[src/hdl/tdac_pkg.sv]
// shared types and constants for the touch debounce, average and calibrate block
package tdac_pkg;

  localparam int ADC_BITS = 10;
  localparam int CNT_W    = 4;
  localparam int SUM_W    = 14;
  localparam int POS_W    = 9;
  localparam int CFG_IDX_W = 3;

  localparam int STABLE_SAMPLES_DEF = 10;
  localparam int SCREEN_WIDTH_DEF   = 480;
  localparam int SCREEN_HEIGHT_DEF  = 320;

  localparam logic [ADC_BITS-1:0] THRESHOLD_RST = ADC_BITS'(160);
  localparam logic [ADC_BITS-1:0] H_MIN_RST     = ADC_BITS'(187);
  localparam logic [ADC_BITS-1:0] H_MAX_RST     = ADC_BITS'(885);
  localparam logic [ADC_BITS-1:0] V_MIN_RST     = ADC_BITS'(172);
  localparam logic [ADC_BITS-1:0] V_MAX_RST     = ADC_BITS'(935);

  typedef enum logic [CFG_IDX_W-1:0] {
    REG_THRESHOLD = 3'd0,
    REG_H_MIN     = 3'd1,
    REG_H_MAX     = 3'd2,
    REG_V_MIN     = 3'd3,
    REG_V_MAX     = 3'd4,
    REG_SWAP      = 3'd5,
    REG_INV_H     = 3'd6,
    REG_INV_V     = 3'd7
  } cfg_idx_e;

  typedef struct packed {
    logic [ADC_BITS-1:0] threshold;
    logic [ADC_BITS-1:0] h_min;
    logic [ADC_BITS-1:0] h_max;
    logic [ADC_BITS-1:0] v_min;
    logic [ADC_BITS-1:0] v_max;
    logic                swap;
    logic                inv_h;
    logic                inv_v;
  } cfg_t;

  // one completed debounce window
  typedef struct packed {
    logic                pressed;
    logic [SUM_W-1:0]    sum_x;
    logic [SUM_W-1:0]    sum_y;
    logic [ADC_BITS-1:0] pressure;
  } window_t;

  typedef struct packed {
    logic                touched;
    logic [POS_W-1:0]    pos_h;
    logic [POS_W-1:0]    pos_v;
    logic [ADC_BITS-1:0] pressure;
  } res_t;

endpackage

[src/hdl/tdac_divider.sv]
// iterative restoring unsigned divider, one quotient bit per cycle
module tdac_divider #(
  parameter int AW = 23,
  parameter int BW = 10
) (
  input  logic          clk_i,
  input  logic          rst_ni,
  input  logic          go_i,
  input  logic [AW-1:0] a_i,
  input  logic [BW-1:0] b_i,
  output logic          done_o,
  output logic [AW-1:0] quo_o
);

  localparam int CntW = $clog2(AW + 1);

  logic            busy_q;
  logic            done_q;
  logic [CntW-1:0] cnt_q;
  logic [AW-1:0]   quo_q, quo_d;
  logic [BW-1:0]   rem_q, rem_d;
  logic [BW-1:0]   b_q;
  logic [BW:0]     trial;
  logic [BW:0]     sub;
  logic            ge;

  always_comb begin
    trial = {rem_q, quo_q[AW-1]};
    ge    = trial >= {1'b0, b_q};
    sub   = trial - {1'b0, b_q};
    rem_d = ge ? sub[BW-1:0] : trial[BW-1:0];
    quo_d = {quo_q[AW-2:0], ge};
  end

  always_ff @(posedge clk_i or negedge rst_ni) begin
    if (!rst_ni) begin
      busy_q <= 1'b0;
      done_q <= 1'b0;
      cnt_q  <= '0;
    end else begin
      done_q <= 1'b0;
      if (go_i) begin
        busy_q <= 1'b1;
        cnt_q  <= CntW'(AW);
      end else if (busy_q) begin
        cnt_q <= cnt_q - 1'b1;
        if (cnt_q == CntW'(1)) begin
          busy_q <= 1'b0;
          done_q <= 1'b1;
        end
      end
    end
  end

  always_ff @(posedge clk_i) begin
    if (go_i) begin
      quo_q <= a_i;
      rem_q <= '0;
      b_q   <= b_i;
    end else if (busy_q) begin
      quo_q <= quo_d;
      rem_q <= rem_d;
    end
  end

  assign done_o = done_q;
  assign quo_o  = quo_q;

endmodule

[src/hdl/tdac_debounce.sv]
// press debounce window with running sums of the raw coordinates
module tdac_debounce #(
  parameter int STABLE_SAMPLES = tdac_pkg::STABLE_SAMPLES_DEF
) (
  input  logic                          clk_i,
  input  logic                          rst_ni,
  input  logic                          accept_i,
  input  logic [tdac_pkg::ADC_BITS-1:0] raw_x_i,
  input  logic [tdac_pkg::ADC_BITS-1:0] raw_y_i,
  input  logic [tdac_pkg::ADC_BITS-1:0] pressure_i,
  input  logic [tdac_pkg::ADC_BITS-1:0] threshold_i,
  output logic                          win_valid_o,
  output tdac_pkg::window_t             win_o
);

  localparam logic [tdac_pkg::CNT_W-1:0] StableC = tdac_pkg::CNT_W'(STABLE_SAMPLES);

  logic                          last_q;
  logic [tdac_pkg::CNT_W-1:0]    cnt_q, cnt_d;
  logic [tdac_pkg::SUM_W-1:0]    sum_x_q, sum_x_d;
  logic [tdac_pkg::SUM_W-1:0]    sum_y_q, sum_y_d;
  logic                          win_valid_q;
  tdac_pkg::window_t             win_q;
  logic                          pressed;

  always_comb begin
    pressed = pressure_i > threshold_i;
    cnt_d   = cnt_q + 1'b1;
    sum_x_d = sum_x_q;
    sum_y_d = sum_y_q;
    if (pressed) begin
      sum_x_d = sum_x_q + tdac_pkg::SUM_W'(raw_x_i);
      sum_y_d = sum_y_q + tdac_pkg::SUM_W'(raw_y_i);
    end
  end

  always_ff @(posedge clk_i or negedge rst_ni) begin
    if (!rst_ni) begin
      last_q      <= 1'b0;
      cnt_q       <= '0;
      sum_x_q     <= '0;
      sum_y_q     <= '0;
      win_valid_q <= 1'b0;
    end else begin
      win_valid_q <= 1'b0;
      if (accept_i) begin
        if (pressed != last_q) begin
          // state change restarts the window
          last_q  <= pressed;
          cnt_q   <= '0;
          sum_x_q <= '0;
          sum_y_q <= '0;
        end else if (cnt_d >= StableC) begin
          win_valid_q <= 1'b1;
          last_q      <= 1'b0;
          cnt_q       <= '0;
          sum_x_q     <= '0;
          sum_y_q     <= '0;
        end else begin
          cnt_q   <= cnt_d;
          sum_x_q <= sum_x_d;
          sum_y_q <= sum_y_d;
        end
      end
    end
  end

  always_ff @(posedge clk_i) begin
    if (accept_i) begin
      win_q.pressed  <= pressed;
      win_q.sum_x    <= sum_x_d;
      win_q.sum_y    <= sum_y_d;
      win_q.pressure <= pressure_i;
    end
  end

  assign win_valid_o = win_valid_q;
  assign win_o       = win_q;

endmodule

[src/hdl/tdac_scaler.sv]
// sequencer for averaging and linear calibration around the shared divider
module tdac_scaler #(
  parameter int STABLE_SAMPLES = tdac_pkg::STABLE_SAMPLES_DEF,
  parameter int SCREEN_WIDTH   = tdac_pkg::SCREEN_WIDTH_DEF,
  parameter int SCREEN_HEIGHT  = tdac_pkg::SCREEN_HEIGHT_DEF
) (
  input  logic              clk_i,
  input  logic              rst_ni,
  input  tdac_pkg::cfg_t    cfg_i,
  input  logic              win_valid_i,
  input  tdac_pkg::window_t win_i,
  output logic              idle_o,
  output logic              res_valid_o,
  input  logic              res_ready_i,
  output tdac_pkg::res_t    res_o
);

  localparam int AdcW   = tdac_pkg::ADC_BITS;
  localparam int ScaleMax = (SCREEN_WIDTH > SCREEN_HEIGHT) ? SCREEN_WIDTH : SCREEN_HEIGHT;
  localparam int ScaleW = $clog2(ScaleMax + 1);
  localparam int ProdW  = AdcW + ScaleW;
  localparam int DivAW  = ProdW;
  localparam int DivBW  = AdcW;
  localparam logic [ScaleW-1:0] WidthC  = ScaleW'(SCREEN_WIDTH);
  localparam logic [ScaleW-1:0] HeightC = ScaleW'(SCREEN_HEIGHT);
  // floor of sum over window length as a multiply by a rounded-up reciprocal,
  // exact because the rounding error times any sum stays below 2^RecipS
  localparam int RecipS = tdac_pkg::SUM_W + tdac_pkg::CNT_W;
  localparam int RecipW = RecipS + 1;
  localparam int RecipM = ((1 << RecipS) + STABLE_SAMPLES - 1) / STABLE_SAMPLES;
  localparam int AvgPW  = tdac_pkg::SUM_W + RecipW;
  localparam logic [RecipW-1:0] RecipC = RecipW'(RecipM);

  typedef enum logic [7:0] {
    S_IDLE = 8'b0000_0001,
    S_AVGX = 8'b0000_0010,
    S_AVGY = 8'b0000_0100,
    S_MULH = 8'b0000_1000,
    S_DIVH = 8'b0001_0000,
    S_MULV = 8'b0010_0000,
    S_DIVV = 8'b0100_0000,
    S_DONE = 8'b1000_0000
  } state_e;

  state_e                    state_q, state_d;
  logic                      div_go_q;
  logic [DivAW-1:0]          div_a_q;
  logic [DivBW-1:0]          div_b_q;
  logic                      div_done;
  logic [DivAW-1:0]          div_quo;
  logic [tdac_pkg::SUM_W-1:0] sum_x_q;
  logic [tdac_pkg::SUM_W-1:0] sum_y_q;
  logic [AdcW-1:0]           ax_q, ay_q;
  logic [AdcW-1:0]           pressure_q;
  logic                      neg_q, zspan_q;
  logic [ScaleW-1:0]         scale_q;
  logic [tdac_pkg::POS_W-1:0] h_q;
  tdac_pkg::res_t            res_q;

  // averaging step operands
  logic [tdac_pkg::SUM_W-1:0] avg_sum;
  logic [AvgPW-1:0]          avg_prod;
  logic [AdcW-1:0]           avg_quo;

  // multiply step operands
  logic                      horiz;
  logic [AdcW-1:0]           avg, lo, hi;
  logic [ScaleW-1:0]         scale;
  logic [AdcW:0]             diff, span;
  logic [AdcW-1:0]           diff_mag, span_mag;
  logic [ProdW-1:0]          prod;

  // clamp and mirror after division
  logic [ScaleW-1:0]         scale_m1;
  logic [ScaleW-1:0]         scaled;
  logic [ScaleW:0]           h_mir, v_mir;
  logic [ScaleW-1:0]         h_fin, v_fin;

  tdac_divider #(
    .AW(DivAW),
    .BW(DivBW)
  ) u_div (
    .clk_i (clk_i),
    .rst_ni(rst_ni),
    .go_i  (div_go_q),
    .a_i   (div_a_q),
    .b_i   (div_b_q),
    .done_o(div_done),
    .quo_o (div_quo)
  );

  always_comb begin
    avg_sum  = (state_q == S_AVGX) ? sum_x_q : sum_y_q;
    avg_prod = AvgPW'(avg_sum) * AvgPW'(RecipC);
    avg_quo  = avg_prod[RecipS +: AdcW];
  end

  always_comb begin
    horiz = (state_q == S_MULH);
    if (horiz) begin
      avg   = cfg_i.swap ? ay_q : ax_q;
      lo    = cfg_i.h_min;
      hi    = cfg_i.h_max;
      scale = cfg_i.swap ? WidthC : HeightC;
    end else begin
      avg   = cfg_i.swap ? ax_q : ay_q;
      lo    = cfg_i.v_min;
      hi    = cfg_i.v_max;
      scale = cfg_i.swap ? HeightC : WidthC;
    end
    diff     = {1'b0, avg} - {1'b0, lo};
    span     = {1'b0, hi} - {1'b0, lo};
    diff_mag = diff[AdcW] ? AdcW'(-diff) : diff[AdcW-1:0];
    span_mag = span[AdcW] ? AdcW'(-span) : span[AdcW-1:0];
    prod     = ProdW'(diff_mag) * ProdW'(scale);
  end

  always_comb begin
    scale_m1 = scale_q - 1'b1;
    if (zspan_q || neg_q) begin
      scaled = '0;
    end else if (div_quo > DivAW'(scale_m1)) begin
      scaled = scale_m1;
    end else begin
      scaled = div_quo[ScaleW-1:0];
    end
    // mirrored values, negative saturates to zero
    h_mir = {1'b0, WidthC - 1'b1} - {1'b0, scaled};
    v_mir = {1'b0, HeightC - 1'b1} - {1'b0, scaled};
    h_fin = scaled;
    if (cfg_i.inv_h) begin
      h_fin = h_mir[ScaleW] ? '0 : h_mir[ScaleW-1:0];
    end
    v_fin = scaled;
    if (cfg_i.swap && cfg_i.inv_v) begin
      v_fin = v_mir[ScaleW] ? '0 : v_mir[ScaleW-1:0];
    end
  end

  always_comb begin
    state_d = state_q;
    case (state_q)
      S_IDLE: begin
        if (win_valid_i) begin
          state_d = win_i.pressed ? S_AVGX : S_DONE;
        end
      end
      S_AVGX: state_d = S_AVGY;
      S_AVGY: state_d = S_MULH;
      S_MULH: state_d = S_DIVH;
      S_DIVH: if (div_done) state_d = S_MULV;
      S_MULV: state_d = S_DIVV;
      S_DIVV: if (div_done) state_d = S_DONE;
      S_DONE: if (res_ready_i) state_d = S_IDLE;
      default: state_d = S_IDLE;
    endcase
  end

  always_ff @(posedge clk_i or negedge rst_ni) begin
    if (!rst_ni) begin
      state_q  <= S_IDLE;
      div_go_q <= 1'b0;
    end else begin
      state_q  <= state_d;
      div_go_q <= (state_q == S_MULH) || (state_q == S_MULV);
    end
  end

  always_ff @(posedge clk_i) begin
    case (state_q)
      S_IDLE: begin
        if (win_valid_i) begin
          pressure_q <= win_i.pressure;
          sum_x_q    <= win_i.sum_x;
          sum_y_q    <= win_i.sum_y;
          res_q      <= '0;
        end
      end
      S_AVGX: begin
        ax_q <= avg_quo;
      end
      S_AVGY: begin
        ay_q <= avg_quo;
      end
      S_MULH, S_MULV: begin
        div_a_q <= DivAW'(prod);
        div_b_q <= span_mag;
        neg_q   <= diff[AdcW] ^ span[AdcW];
        zspan_q <= (span == '0);
        scale_q <= scale;
      end
      S_DIVH: begin
        if (div_done) begin
          h_q <= tdac_pkg::POS_W'(h_fin);
        end
      end
      S_DIVV: begin
        if (div_done) begin
          res_q.touched  <= 1'b1;
          res_q.pos_h    <= h_q;
          res_q.pos_v    <= tdac_pkg::POS_W'(v_fin);
          res_q.pressure <= pressure_q;
        end
      end
      default: begin
      end
    endcase
  end

  assign idle_o      = (state_q == S_IDLE);
  assign res_valid_o = (state_q == S_DONE);
  assign res_o       = res_q;

endmodule

[src/hdl/touch_debounce_average_calibrate.sv]
// top level of the touch debounce, average and calibrate block
// Each accepted beat is one raw touch sample. A sample is pressed when its
// pressure is strictly above the threshold register. The block counts
// STABLE_SAMPLES samples in a row that agree with the current press state;
// a disagreeing sample adopts the new state and restarts the window. At the
// end of a released window one beat goes out with touched=0 and zero fields.
// At the end of a pressed window the summed raw x and y are averaged, the
// axes are optionally swapped, each axis is mapped from its raw min/max onto
// the screen size, saturated to 0..size-1 (zero span gives 0) and optionally
// mirrored; the beat carries touched=1 and the last sample's pressure.
// A sample that does not close a window does not hold off the next one. A
// sample that closes a released window goes via the scaler's done state
// into the output register. A pressed window is averaged by a reciprocal
// multiply, one axis after the other, then runs two divisions on one
// shared restoring divider, one quotient bit per cycle and DivAW bits each,
// where DivAW is 10 plus the bit width of the larger screen dimension;
// input ready is low until the scaler is idle. A finished beat waits in
// the output register and does not hold off the next sample. Configuration
// is taken at any time but must only change while the block is idle.
module touch_debounce_average_calibrate #(
  parameter int STABLE_SAMPLES = tdac_pkg::STABLE_SAMPLES_DEF,
  parameter int SCREEN_WIDTH   = tdac_pkg::SCREEN_WIDTH_DEF,
  parameter int SCREEN_HEIGHT  = tdac_pkg::SCREEN_HEIGHT_DEF
) (
  input  logic                           clk_i,
  input  logic                           rst_ni,
  // configuration write channel
  input  logic                           cfg_valid_i,
  output logic                           cfg_ready_o,
  input  logic [tdac_pkg::CFG_IDX_W-1:0] cfg_index_i,
  input  logic [tdac_pkg::ADC_BITS-1:0]  cfg_data_i,
  // sample channel
  input  logic                           in_valid_i,
  output logic                           in_ready_o,
  input  logic [tdac_pkg::ADC_BITS-1:0]  raw_x_i,
  input  logic [tdac_pkg::ADC_BITS-1:0]  raw_y_i,
  input  logic [tdac_pkg::ADC_BITS-1:0]  pressure_i,
  // result channel
  output logic                           out_valid_o,
  input  logic                           out_ready_i,
  output logic                           touched_o,
  output logic [tdac_pkg::POS_W-1:0]     pos_horiz_o,
  output logic [tdac_pkg::POS_W-1:0]     pos_vert_o,
  output logic [tdac_pkg::ADC_BITS-1:0]  pressure_out_o
);

  tdac_pkg::cfg_t    cfg_q;
  logic              in_accept;
  logic              win_valid;
  tdac_pkg::window_t win;
  logic              scaler_idle;
  logic              res_valid;
  logic              res_ready;
  tdac_pkg::res_t    res;
  logic              out_valid_q;
  tdac_pkg::res_t    out_q;

  // register file, writes always taken
  assign cfg_ready_o = 1'b1;

  always_ff @(posedge clk_i or negedge rst_ni) begin
    if (!rst_ni) begin
      cfg_q.threshold <= tdac_pkg::THRESHOLD_RST;
      cfg_q.h_min     <= tdac_pkg::H_MIN_RST;
      cfg_q.h_max     <= tdac_pkg::H_MAX_RST;
      cfg_q.v_min     <= tdac_pkg::V_MIN_RST;
      cfg_q.v_max     <= tdac_pkg::V_MAX_RST;
      cfg_q.swap      <= 1'b1;
      cfg_q.inv_h     <= 1'b0;
      cfg_q.inv_v     <= 1'b0;
    end else if (cfg_valid_i) begin
      case (tdac_pkg::cfg_idx_e'(cfg_index_i))
        tdac_pkg::REG_THRESHOLD: cfg_q.threshold <= cfg_data_i;
        tdac_pkg::REG_H_MIN:     cfg_q.h_min     <= cfg_data_i;
        tdac_pkg::REG_H_MAX:     cfg_q.h_max     <= cfg_data_i;
        tdac_pkg::REG_V_MIN:     cfg_q.v_min     <= cfg_data_i;
        tdac_pkg::REG_V_MAX:     cfg_q.v_max     <= cfg_data_i;
        tdac_pkg::REG_SWAP:      cfg_q.swap      <= cfg_data_i[0];
        tdac_pkg::REG_INV_H:     cfg_q.inv_h     <= cfg_data_i[0];
        tdac_pkg::REG_INV_V:     cfg_q.inv_v     <= cfg_data_i[0];
        default: begin
        end
      endcase
    end
  end

  // a closed window is handed to the scaler in the cycle after the sample
  assign in_ready_o = scaler_idle && !win_valid;
  assign in_accept  = in_valid_i && in_ready_o;

  tdac_debounce #(
    .STABLE_SAMPLES(STABLE_SAMPLES)
  ) u_debounce (
    .clk_i      (clk_i),
    .rst_ni     (rst_ni),
    .accept_i   (in_accept),
    .raw_x_i    (raw_x_i),
    .raw_y_i    (raw_y_i),
    .pressure_i (pressure_i),
    .threshold_i(cfg_q.threshold),
    .win_valid_o(win_valid),
    .win_o      (win)
  );

  tdac_scaler #(
    .STABLE_SAMPLES(STABLE_SAMPLES),
    .SCREEN_WIDTH  (SCREEN_WIDTH),
    .SCREEN_HEIGHT (SCREEN_HEIGHT)
  ) u_scaler (
    .clk_i      (clk_i),
    .rst_ni     (rst_ni),
    .cfg_i      (cfg_q),
    .win_valid_i(win_valid),
    .win_i      (win),
    .idle_o     (scaler_idle),
    .res_valid_o(res_valid),
    .res_ready_i(res_ready),
    .res_o      (res)
  );

  // output register, refilled as the held beat leaves
  assign res_ready = !out_valid_q || out_ready_i;

  always_ff @(posedge clk_i or negedge rst_ni) begin
    if (!rst_ni) begin
      out_valid_q <= 1'b0;
    end else if (res_ready) begin
      out_valid_q <= res_valid;
    end
  end

  always_ff @(posedge clk_i) begin
    if (res_ready && res_valid) begin
      out_q <= res;
    end
  end

  assign out_valid_o    = out_valid_q;
  assign touched_o      = out_q.touched;
  assign pos_horiz_o    = out_q.pos_h;
  assign pos_vert_o     = out_q.pos_v;
  assign pressure_out_o = out_q.pressure;

endmodule

[config.mk]
export PLATFORM = sky130hd
export DESIGN_NAME = touch_debounce_average_calibrate
export DESIGN_NICKNAME = d
export VERILOG_FILES = /design/src/hdl/tdac_pkg.sv /design/src/hdl/tdac_divider.sv /design/src/hdl/tdac_debounce.sv /design/src/hdl/tdac_scaler.sv /design/src/hdl/touch_debounce_average_calibrate.sv
export SDC_FILE = /design/constraint.sdc
export NUM_CORES = 1
export LEC_CHECK = 0
export BUFFER_PORTS_ARGS = -buffer_cell sky130_fd_sc_hd__buf_2
export CORE_MARGIN = 2
export CORE_UTILIZATION = 40
export CTS_CLUSTER_SIZE = 20
export DETAILED_ROUTE_END_ITERATION = 12
export HOLD_SLACK_MARGIN = 0.08
export PLACE_DENSITY = 0.65
export SYNTH_ARGS = -nofsm -noshare
export SYNTH_HDL_FRONTEND = slang
export SYNTH_SLANG_ARGS = --single-unit
[constraint.sdc]
create_clock -name clk_i -period 9.2 [get_ports clk_i]
set_input_delay 1.84 -clock clk_i [delete_from_list [all_inputs] [get_ports clk_i]]
set_output_delay 1.84 -clock clk_i [all_outputs]
set_load 0.02 [all_outputs]
=== Word level (Yosys, flattened, before mapping) ===
Index checks and enable logic that the tools add are counted.

* Eq/ne operators: 21
* Multiplexer cells: 50
* Add/sub/neg operators: 12
* Reduce and logical (&&, ||, !) cells: 28
* $lt $le $gt $ge: 4
* Bitwise gates (word level): 1
* Multipliers: 2

{| class="wikitable"
|+ Operators by type and width
! operator !! count
|-
| 14-bit two-way mux || 7
|-
| 10-bit two-way mux || 8
|-
| 8-bit one-hot mux with 8 select lines || 1
|-
| 9-bit two-way mux || 7
|-
| 29-bit two-way mux || 2
|-
| 29-bit one-hot mux with 2 select lines || 1
|-
| 8-bit two-way mux || 7
|-
| 19-bit two-way mux || 2
|-
| 14-bit by 10-bit adder with 14-bit output || 2
|-
| 14-bit by 15-bit multiplier with 28-bit output (second input constant) || 1
|-
| 2-bit AND reduction || 11
|-
| 10-bit by 10-bit subtractor with 11-bit output || 2
|-
| 10-bit negation || 2
|-
| 9-bit by 9-bit subtractor with 10-bit output (first input constant) || 2
|-
| 19-bit by 9-bit > comparator with 1-bit output || 1
|-
| 10-bit by 9-bit multiplier with 19-bit output || 1
|-
| 3-bit == test (second input constant) || 4
|-
| 11-bit by 10-bit >= comparator with 1-bit output || 1
|-
| 11-bit logical NOT || 1
|-
| 1-bit two-way mux || 11
|-
| 10-bit > comparator || 1
|-
| 5-bit two-way mux || 2
|-
| 10-bit subtractor || 1
|-
| 9-bit by 1-bit subtractor with 9-bit output (second input constant) || 1
|-
| 27 further kinds || 39
|}

* Flip-flop bits (word level): 347
* Input port bits: 48
* Output and inout port bits: 32
* Word-level logic and storage cells: 163

=== Longest topological paths before layout ===
* Depth after elaboration: 9
* Mapped depth: 33
* Mapped depth without buffers: 30

=== Modules after synthesis ===
Synthesis repeated with hierarchy kept, for this count alone.

* Cells, all modules: 1779
* Area total of the unflattened synthesis: 20922.6 um2

{| class="wikitable"
|+ By module, submodules not included
! module !! times used !! area an instance (um2) !! cells an instance !! sequential area each (um2)
|-
| tdac_scaler || 1 || 11268.3 || 1053 || 3920.0
|-
| tdac_debounce || 1 || 4124.0 || 373 || 2021.9
|-
| touch_debounce_average_calibrate || 1 || 3139.3 || 156 || 2255.9
|-
| tdac_divider || 1 || 2391.0 || 197 || 1246.2
|}

=== Worst setup path before layout ===
OpenSTA, ideal clock, no wires.

* Path type: reg2reg
* Start: register u_scaler.state_q[2]
* End: register u_scaler.div_a_q[18], data pin
* Data arrival time: 6.874 ns
* Period minus slack after synthesis: 7.134 ns
* Buffers on the path: 3
* Data required time: 8.940 ns
* Library setup time: 0.260 ns
* Slack: 2.066 ns
* Stages on the path, launching flop included: 31
* Path through: dfrtp_1 or4_1 nor2_2 buf_4 buf_1 mux2i_1 ha_1 clkbuf_1 nand2_1 o41ai_1 a211oi_1 o21ai_2 nor2_1 xnor2_1 nand2b_1 inv_1 fa_1 inv_1 fa_1 inv_1 ha_1 ha_1 ha_1 a21oi_1 o21bai_1 a21oi_1 o21bai_1 a21oi_1 o21bai_1 a21oi_1 xnor2_1

* Longest elaborated chain between the ends: 6
* Elaborated cells on any way between the ends: 8
* Classes of those cells: add/sub (2); mul (1); eq/ne (1); mux (4)

{| class="wikitable"
|+ Ends and longest elaborated chain
! item !! line !! source
|-
| start, declared || tdac_scaler.sv:45 || <nowiki>state_e state_q, state_d;</nowiki>
|-
| start signal, assigned || tdac_scaler.sv:164 || <nowiki>state_q <= state_d;</nowiki>
|-
| 8-bit by 4-bit == test with 1-bit output (*) || tdac_scaler.sv:99 || <nowiki>horiz = (state_q == S_MULH);</nowiki>
|-
| 10-bit two-way mux || tdac_scaler.sv:100 || <nowiki>if (horiz) begin</nowiki>
|-
| 10-bit by 10-bit subtractor with 11-bit output || tdac_scaler.sv:111 || <nowiki>diff = {1'b0, avg} - {1'b0, lo};</nowiki>
|-
| 10-bit negation || tdac_scaler.sv:113 || <nowiki>diff_mag = diff[AdcW] ? AdcW'(-diff) : diff[AdcW-1:0];</nowiki>
|-
| 10-bit two-way mux || tdac_scaler.sv:113 ||
|-
| 10-bit by 9-bit multiplier with 19-bit output (*) || tdac_scaler.sv:115 || <nowiki>prod = ProdW'(diff_mag) * ProdW'(scale);</nowiki>
|-
| named net u_scaler.prod[18] || tdac_scaler.sv:71 || <nowiki>logic [ProdW-1:0] prod;</nowiki>
|-
| end signal, assigned || tdac_scaler.sv:186 || <nowiki>div_a_q <= DivAW'(prod);</nowiki>
|-
| end, declared || tdac_scaler.sv:47 || <nowiki>logic [DivAW-1:0] div_a_q;</nowiki>
|}

The timed path passes the listed nets; every way through them passes the cells marked *.
A chain may end at the register's enable or synchronous reset.

=== Worst setup path in the final report ===
Same ends and word-level chain as after synthesis.

==> flow_metrics.tcl <==
set metrics [dict create \
    synth_ff_type "edfxtp_1" \
    critPathSlowestCell "or4_1" \
    crit_arrival_ns 8.14 \
    die_h_um 231 \
    ant_nets 0 \
    grt_pass1_wl_mm 67.4 \
    finalMaxSlewViolations 0 \
    crit_start "u_scaler.state_q[2]$_DFFE_PN0P_" \
    port_buffers 78 \
    slew_headroom_pct 29.2 \
    tns_ns 0 \
    routedWlPerCell_um 16.0 \
    numCtsBuffers 34 \
    fin_skew_ns 0.0141 \
    nNetsFinal 2192 \
    first_iter_violations 726 \
    hold_class "flop to flop" \
    post-route-period-util_pct 85.7 \
    ys_warn_count 0 \
    powerDensity_mw_per_mm2 416 \
    cts_sinks 334 \
    clock_tree.buffer_depth 3 \
    synthCells 1775 \
    tightest_slew_ns 1.06 \
    start_util_pct 40.3 \
    r2r_cells 30 \
    maxCapViolations 0 \
    status "completed" \
    endpoint "u_scaler.div_a_q[18]$_DFFE_PP_" \
    nFillCells 4652 \
    max-vdd-ir-drop_mv 0.547 \
    synthArstFlopShare_pct 31.1 \
    reg2reg_from "u_scaler.state_q[2]$_DFFE_PN0P_" \
    yosysUniqueCellTypes 90 \
    grt_pass1_vias 13100 \
    grtUsageTotal_pct 15.6 \
    root_buffer "clkbuf_16" \
    r2r_slack_ns 1.32 \
    fin_ws_ns 1.32 \
    postCtsResizedCells 0 \
    via_count 12900 \
    hpwl_mm 31.4 \
    synth.avg_cell_area_um2 11.6 \
    synthesis.area_mm2 0.0206 \
    setup_viol 0 \
    fin_cells 2565 \
    synth.largest_area_cell "edfxtp_1" \
    critPathRequiredTime_ns 9.46 \
    coreArea_mm2 0.0512 \
    synth_edf_count 220 \
    chipWidth_um 231 \
    cts_tree "yes" \
    drive_gt1_share_pct 14.5 \
    syn_to_final_growth_pct 11.4 \
    cp-start-kind "flop" \
    dp_cells 2502 \
    drcViolationCount 0 \
    hold_buffers 0 \
    rsz0062_at_grt "no" \
    cp-end-kind "flop" \
    row_count 83 \
    clk_pin_slew_ns 0.07 \
    ys_seq_area_share_pct 45.8 \
    place_ws_ns 1.30 \
    ys_ff_latch 334 \
    via_per_inst 5.04 \
    period_minus_slack_ns 7.88 \
    max_stage_delay_ns 0.54 \
    syn_nets 2109 \
    final_cell_mix "edfxtp_1 (220), inv_1 (206), ha_1 (204), nand2_1 (156), fa_1 (82)" \
    cts-htree-levels 2 \
    antenna_found_initial 0 \
    wl_mm 41.1 \
    hold_viol_final 0 \
    post-cts-setup-buffer-count 0 \
    r2r-end "u_scaler.div_a_q[18]$_DFFE_PP_" \
    grt-ovfl-total 0 \
    critPathMaxFanout 20 \
    dr.pass1.iters 7 \
    gp_congestion 0.883 \
    layout_commonest_cell "edfxtp_1" \
    cellLeakagePower_nw 10.1 \
    fmax_mhz 127 \
    clk_latency_ns 0.52 \
    yosysTopAreaCellShare_pct 32.0 \
    ios 80 \
    die_area_mm2 0.0534 \
    grt_max_degree 75 \
    worstSetupPathType "flop to flop" \
    synthTopCellsByArea "edfxtp_1 (32%), ha_1 (12%), dfrtp_1 (9.2%)" \
]
-- metrics by stage --
| step | hold slack [ns] | cell area (um^2) | util [%] | power [mW] |
|---|---|---|---|---|
| after floorplan | 0.400 | 20600 | - | 6.90 |
| after global placement | 0.401 | 21800 | 42.6 | 7.98 |
| after detailed placement | 0.405 | 21800 | 42.6 | 8.16 |
| after CTS | 0.414 | 23000 | 44.9 | 9.71 |
| after global routing | 0.419 | 23000 | 44.9 | 10.6 |
| final | 0.412 | 23000 | 44.9 | 9.56 |
-- routing by layer --
metal / vias up / GRT usage (%) / wire (um)
met4: 0 / 2.90 / 550
li1: 6405 / - / -
met1: 6251 / 21.1 / 18800
met3: 50 / 2.01 / 1420
met2: 217 / 26.9 / 20300
met5: - / 0 / 0
-- flip-flops by register name (all words and copies together), names as in the netlist, 14 cells and up --
signal / count
u_debounce.sum_x_q: 14
u_scaler.u_div.quo_o: 19
u_debounce.win_o: 39
u_scaler.div_a_q: 14
u_scaler.sum_x_q: 14
cfg_q: 53
u_debounce.sum_y_q: 14
u_scaler.sum_y_q: 14
u_scaler.res_o: 29
-- where the power goes --
| group | total [mW] | internal, mW | leakage [nW] | switching, mW |
|---|---|---|---|---|
| Combinational | 5.74 | 2.58 | 6.08 | 3.16 |
| Sequential | 2.37 | 2.24 | 3.44 | 0.124 |
| Clock | 1.45 | 0.863 | 0.564 | 0.589 |
| Total | 9.56 | 5.68 | 10.1 | 3.87 |
-- worst max-delay path, delay by kind of cell (launching register included) --
family | cells | cell delay (ns)
fa+ha+maj | 6 | 2.21
simple gates | 8 | 2.00
compound gates | 9 | 1.61
xor+xnor | 3 | 0.76
buf+inv | 4 | 0.59
flops | 1 | 0.44
-- worst min path at each step --
stage / start / to / depth (start not counted)
floorplan: u_scaler.res_o[19]$_SDFFCE_PP0P_ / pos_horiz_o[0]$_DFFE_PP_ / 0
global placement: u_debounce.win_o[24]$_DFFE_PP_ / u_scaler.sum_x_q[0]$_DFFE_PP_ / 0
detailed placement: u_scaler.res_o[23]$_SDFFCE_PP0P_ / pos_horiz_o[4]$_DFFE_PP_ / 0
CTS: u_scaler.div_b_q[4]$_DFFE_PP_ / u_scaler.u_div.b_q[4]$_DFFE_PP_ / 0
global route: u_scaler.res_o[1]$_SDFFCE_PP0P_ / pressure_out_o[1]$_DFFE_PP_ / 0
finish: u_debounce.win_o[7]$_DFFE_PP_ / u_scaler.pressure_q[7]$_DFFE_PP_ / 0
-- cells by family after synthesis --
kind of cell / synth area share [%]
AO/OA/AOI/OAI: 8.83
XOR/XNOR: 4.17
adder cells (fa/ha/maj): 20.7
buffers and inverters: 4.78
flip-flops: 45.8
multiplexers: 5.57
other: 0.0182
AND/OR/NAND/NOR: 10.2
-- cell type report --
type | count | area, um^2 | share of cell area [%]
Clock buffer | 38 | 876 | 3.81
Multi-Input combinational cell | 1183 | 10200 | 44.4
Sequential cell | 334 | 9440 | 41.1
Inverter | 211 | 792 | 3.45
Antenna cell | 1 | 2.50 | 0.0109
Tap cell | 680 | 851 | 3.70
Clock inverter | 24 | 293 | 1.27
Timing Repair Buffer | 94 | 513 | 2.23
-- synth_stat cells, types with 21 or more instances --
| master | number |
|---|---|
| dfrtp_1 | 76 |
| ha_1 | 204 |
| fa_1 | 82 |
| a21oi_1 | 70 |
| mux2i_1 | 36 |
| a21o_1 | 21 |
| xnor2_1 | 65 |
| nor2_1 | 65 |
| and2_1 | 29 |
| mux2_2 | 70 |
| edfxtp_1 | 220 |
| dfstp_2 | 28 |
| inv_1 | 206 |
| xor2_1 | 28 |
| nand2_1 | 156 |
| clkbuf_1 | 37 |
| o21ai_0 | 57 |
Note: power is estimated with default switching activity, not from simulation.
